===== src/sv/qslerp_pkg.sv =====
// Package for the quaternion slerp block: fixed-point widths, the CORDIC arctangent
// table and the packed types that ride alongside the datapath between units.
// No dependencies.
`default_nettype none

package qslerp_pkg;

    localparam int CW = 34;
    localparam int SW = 31;
    localparam int WW = 33;
    localparam int SQ_STAGES = 32;
    localparam int DIV_BITS = 32;

    localparam logic signed [CW-1:0] INV_GAIN = 34'sd652032874;
    localparam logic [31:0] WEIGHT_CAP = 32'h8000_0000;

    localparam logic [31:0] ATAN_HEAD [11] = '{
        32'h3243F6A8, 32'h1DAC6705, 32'h0FADBAFC, 32'h07F56EA6, 32'h03FEAB76,
        32'h01FFD55B, 32'h00FFFAAA, 32'h007FFF55, 32'h003FFFEA, 32'h001FFFFD,
        32'h000FFFFF
    };

    typedef logic signed [15:0] comp_t;
    typedef logic signed [16:0] comp17_t;
    typedef comp_t [3:0] quad_t;
    typedef comp17_t [3:0] bquad_t;

    typedef struct packed {
        quad_t       a;
        bquad_t      b;
        logic [15:0] t;
        logic        linear;
    } item_t;

    typedef struct packed {
        item_t       item;
        logic [29:0] c;
    } sq_side_t;

    typedef struct packed {
        item_t         item;
        logic [SW-1:0] s;
    } vec_side_t;

    typedef struct packed {
        quad_t         a;
        logic [15:0]   t;
        logic          linear;
        logic [SW-1:0] s;
    } rot_side_t;

    typedef struct packed {
        quad_t       a;
        logic [15:0] t;
        logic        linear;
    } div_side_t;

    typedef struct packed {
        logic [63:0] data;
        logic        user;
    } out_beat_t;

    // Arctangent of 2^-i in Q30, truncated for the deep iterations.
    function automatic logic signed [CW-1:0] atan_q30(input int i);
        logic signed [CW-1:0] r;
        if (i < 11)
        begin
            r = CW'(ATAN_HEAD[i]);
        end
        else if (i >= 30)
        begin
            r = '0;
        end
        else
        begin
            r = CW'((64'd1 << (30 - i)) - 64'd1);
        end
        return r;
    endfunction

endpackage

`default_nettype wire


===== src/sv/qslerp_sqrt.sv =====
// Fully pipelined bit-serial square root, one result bit per register stage.
// Depends on qslerp_pkg.
`default_nettype none

module qslerp_sqrt #(
    parameter int SIDE_W = 1
) (
    input  wire logic                      clk,
    input  wire logic                      rst_n,
    input  wire logic                      en,
    input  wire logic                      in_valid,
    input  wire logic [63:0]               in_v,
    input  wire logic [SIDE_W-1:0]         in_side,
    output logic                           out_valid,
    output logic [qslerp_pkg::SW-1:0]      out_root,
    output logic [SIDE_W-1:0]              out_side
);
    import qslerp_pkg::*;

    logic              v_reg    [SQ_STAGES];
    logic [63:0]       rem_reg  [SQ_STAGES];
    logic [63:0]       root_reg [SQ_STAGES];
    logic [SIDE_W-1:0] side_reg [SQ_STAGES];

    for (genvar i = 0; i < SQ_STAGES; i++)
    begin : g_stage
        localparam logic [63:0] BIT = 64'd1 << (62 - 2 * i);
        logic              vi;
        logic [63:0]       remi;
        logic [63:0]       rooti;
        logic [SIDE_W-1:0] sidei;
        logic [63:0]       trial;
        logic              ge;

        if (i == 0)
        begin : g_first
            assign vi    = in_valid;
            assign remi  = in_v;
            assign rooti = '0;
            assign sidei = in_side;
        end
        else
        begin : g_rest
            assign vi    = v_reg[i-1];
            assign remi  = rem_reg[i-1];
            assign rooti = root_reg[i-1];
            assign sidei = side_reg[i-1];
        end

        assign trial = rooti + BIT;
        assign ge    = remi >= trial;

        always_ff @(posedge clk or negedge rst_n)
        begin
            if (!rst_n)
            begin
                v_reg[i] <= 1'b0;
            end
            else if (en)
            begin
                v_reg[i] <= vi;
            end
        end

        always_ff @(posedge clk)
        begin
            if (en)
            begin
                rem_reg[i]  <= ge ? remi - trial : remi;
                root_reg[i] <= ge ? (rooti >> 1) + BIT : rooti >> 1;
                side_reg[i] <= sidei;
            end
        end
    end

    assign out_valid = v_reg[SQ_STAGES-1];
    assign out_root  = root_reg[SQ_STAGES-1][SW-1:0];
    assign out_side  = side_reg[SQ_STAGES-1];

endmodule

`default_nettype wire


===== config.mk =====
export PLATFORM = sky130hd
export DESIGN_NAME = qslerp_sqrt
export DESIGN_NICKNAME = d
export VERILOG_FILES = /design/src/sv/qslerp_pkg.sv /design/src/sv/qslerp_sqrt.sv
export SDC_FILE = /design/constraint.sdc
export NUM_CORES = 2
export LEC_CHECK = 0
export BUFFER_PORTS_ARGS = -buffer_cell sky130_fd_sc_hd__buf_2
export CORE_MARGIN = 3
export CORE_UTILIZATION = 60
export CTS_BUF_LIST = sky130_fd_sc_hd__clkbuf_4 sky130_fd_sc_hd__clkbuf_8 sky130_fd_sc_hd__clkbuf_16
export DETAILED_ROUTE_END_ITERATION = 10
export GPL_TIMING_DRIVEN = 0
export PLACE_DENSITY = 0.76
export SETUP_SLACK_MARGIN = 0.15
export SLEW_MARGIN = 20
export SYNTH_ARGS = -nofsm -noshare
export SYNTH_HDL_FRONTEND = slang
export SYNTH_MEMORY_MAX_BITS = 65536
export SYNTH_SLANG_ARGS = --single-unit

===== constraint.sdc =====
create_clock -name clk -period 4.7 [get_ports clk]
set_input_delay 0.47 -clock clk [delete_from_list [all_inputs] [get_ports clk]]
set_output_delay 0.47 -clock clk [all_outputs]
set_load 0.01 [all_outputs]

==> key figures <==
Cells and area
  – Area grow syn2layout: 11.7%
  – Most common cell after layout, fill and taps aside: edfxtp_1
  – Layout cells sized above 1: 8.25%
  – Nets: 10684
  – Most frequent cells in the layout: edfxtp_1 (2543), inv_1 (687), nand2_1 (658)
  – Max FFs per register: 1984
  – Final cell count without fillers: 12926
  – Post-layout util: 67.8%

STA
  – Slew Viols, Final: 0
  – Setup WS post-layout: 0.263 ns
  – Final hold violations: 0
  – Slew headroom: 19.3%
  – Min Tclk post-route: 4.44 ns
  – RSZ-0062 raised after global routing: yes
  – Final TNS setup: 0 ns
  – Setup Skew: 0.100 ns
  – Finish-stage setup viols: 0
  – Period Utilization, post-route: 94.4%
  – Fmax: 225 MHz
  – Worst slew pin tran: 1.20 ns

Die
  – Die area: 0.209 mm2
  – IO Count: 102
  – Row count: 164
  – Die Span X: 457 um
  – Initial Utilization: 60.7%
  – Die Ht: 457 um
  – Core Box Area: 0.201 mm2

Setup path
  – Startpoint Class: flop
  – WP data arrival: 5.05 ns
  – Buf/Inv on CP: 2
  – Worst Setup End Kind: flop
  – Slowest CP cell: a2111oi_4
  – CP Cell Sequence: ha_1 -> nor2b_1 -> o31ai_1 -> a21oi_1 -> a31oi_2 -> o31a_1 -> o21ai_1 -> a2111oi_4 -> clkbuf_2 -> buf_2 -> nor3_1 -> xor2_1
  – Worst path required time: 5.31 ns
  – Slowest stage delay, CP: 0.50 ns
  – Critical path type: reg -> reg
  – Top delay family on crit path: compound AO/OA/AOI/OAI gates
  – Crit-path max FO: 10

Placed design
  – Worst slack at placement: -0.552 ns
  – HPWL after DPL: 228000 um
  – Port-buffer cells: 101
  – Dpl cells: 12355
  – GPL Wtd Cong: 0.954

Synthesis
  – Synthesized Nets: 10207
  – Async SR Flop Fraction: 1.24%
  – Cell Area, Synth: 0.122 mm2
  – Syn. warnings: 0
  – Dominant synthesized flop cell: edfxtp_1
  – Post-Syn Instances: 9580
  – Number of flops mapped to enable cells by yosys: 2543
  – Avg Inst Size Synth: 12.7 um2
  – Post-synth cell types: 92
  – Post-synthesis sequential area ratio: 63.3%
  – Flops & latches, synth: 2575

Drt
  – Vias/cell: 6.20
  – First drt pass iteration count: 8
  – DRC violations left: 0
  – Wirelength per Cell: 24.3 um
  – Vias: 80188
  – Post-route antenna net violation count: 0
  – Initial drt markers: 9713
  – Final WL: 314000 um

Clock tree
  – H-tree depth: 5
  – CTS Buffer Depth: 4
  – Num CTS Buffers: 283
  – CTS tree: done
  – Clock Latency Late Sink: 0.96 ns
  – Clock-pin slew on the worst setup and hold paths: 0.06 ns
  – Clk sink count: 2575
  – CTS Root Cell: clkbuf_16

Global routing
  – Overall routing resource usage: 29.6%
  – Grt ovf: 0
  – Initial antenna violation count: 18
  – First-pass GRT wire length: 472000 um
  – Largest net degree at the start of global routing: 163
  – Vias in the first global route: 77069

Min path
  – Hold Crit Class: in -> reg

Pwr
  – Peak supply drop: 0.499 mV
  – Total power: 67600 uW
  – Leakage power: 0.0515 uW
  – PD cells: 496 mW/mm2

Flow run
  – Max-cap violations: 0

Outcome
  – Status: complete, no violations
cell type report:
class                      instances  area (um2)
sequential                      2575       77200
fill                           14168       64600
multi-input combinational       6132       41700
clock buffer                     340        7610
tap                             2656        3320
inverter                         688        2590
timing repair buffer             193        1720
clock inverter                   152        1370
buffer                           184         753
antenna                            6        15.0
metal layers:
| layer | up-vias | track usage, % | routed length [um] |
|---|---|---|---|
| met1 | 39442 | 44.2 | 138000 |
| li1 | 36822 | - | - |
| met4 | 2 | 7.86 | 8110 |
| met2 | 3335 | 45.5 | 143000 |
| met5 | - | 0 | 8 |
| met3 | 587 | 4.59 | 24200 |
per-stage QoR:
step                      hold WS, ns  area, um2
after floorplan                 0.174     122000
after global placement          0.401     126000
after detailed placement        0.405     126000
after CTS                      0.0404     136000
after global routing           0.0488     136000
final                          0.0445     136000
final timing paths:
check | to | cells after the start | slack, ns | from
max | rem_reg[27][47] | 12 | 0.26 | rem_reg[26][10]
min | side_reg[8] | 1 | 0.04 | en
max reg2reg | rem_reg[27][47] | 12 | 0.26 | rem_reg[26][10]
min reg2reg | side_reg[16] | 0 | 0.39 | side_reg[15]
max in group asynchronous | g_stage[29].vi | 2 | 4.11 | rst_n
min in group asynchronous | g_stage[19].vi | 2 | 0.15 | rst_n
power by group:
group	leakage [uW]	internal, uW	switching [uW]
registers	0.0249	29200	2440
clock network	0.00445	12700	9070
logic	0.0221	5720	8480
total	0.0515	47700	20000
cells in the mapped netlist (22+ instances only):
cell	n	area share [%]
xor2_1	410	2.9
nor2_1	556	1.7
nand2_1	659	2.0
a211oi_1	32	0.20
or3_1	105	0.54
o31ai_1	36	0.22
o21ai_0	500	2.1
and2_1	24	0.12
xnor2_1	477	3.4
nand4b_1	22	0.16
inv_1	687	2.1
nand2b_1	115	0.59
or4_1	72	0.44
mux2_2	107	0.99
nor3_1	254	1.0
a31oi_1	52	0.27
ha_1	558	5.7
dfrtp_1	32	0.66
edfxtp_1	2543	63
a21oi_1	565	2.3
and3_1	39	0.20
a21o_1	265	1.6
nor2b_1	77	0.40
clkbuf_1	148	0.46
nor4b_1	52	0.37
or2_2	41	0.21
nand3b_1	28	0.17
o21bai_1	52	0.32
nand3_1	155	0.64
nor4_1	338	1.7
o211ai_1	23	0.14
nand4_1	146	0.75
o21a_1	90	0.55
worst register-to-register path, cell delays in order, from the launching register on:
cell       delay, ns
edfxtp_1        0.43
ha_1            0.38
nor2b_1         0.16
o31ai_1         0.30
a21oi_1         0.23
a31oi_2         0.43
o31a_1          0.34
o21ai_1         0.22
a2111oi_4       0.50
clkbuf_2        0.39
buf_2           0.41
nor3_1          0.12
xor2_1          0.18
repair_timing:
item                       in CTS  in global routing
buffers inserted                2                  5
hold buffers                   67                  0
setup endpoints to repair     142                147
hold endpoints to repair       98                  0
pin swaps                       2                  5
gates resized for setup        16                 49
kinds of logic (layout without fill, tap and decap cells):
family,Yosys count,count (layout),synth area share (%)
simple gates,2764,2764,11.7
flops,2575,2575,63.3
compound gates,1806,1806,9.12
xor+xnor,887,887,6.37
buf+inv,873,1557,2.72
fa+ha+maj,558,558,5.73
mux,117,117,1.07
other cells,0,6,0
No activity file was read; power rests on OpenSTA's default activity.
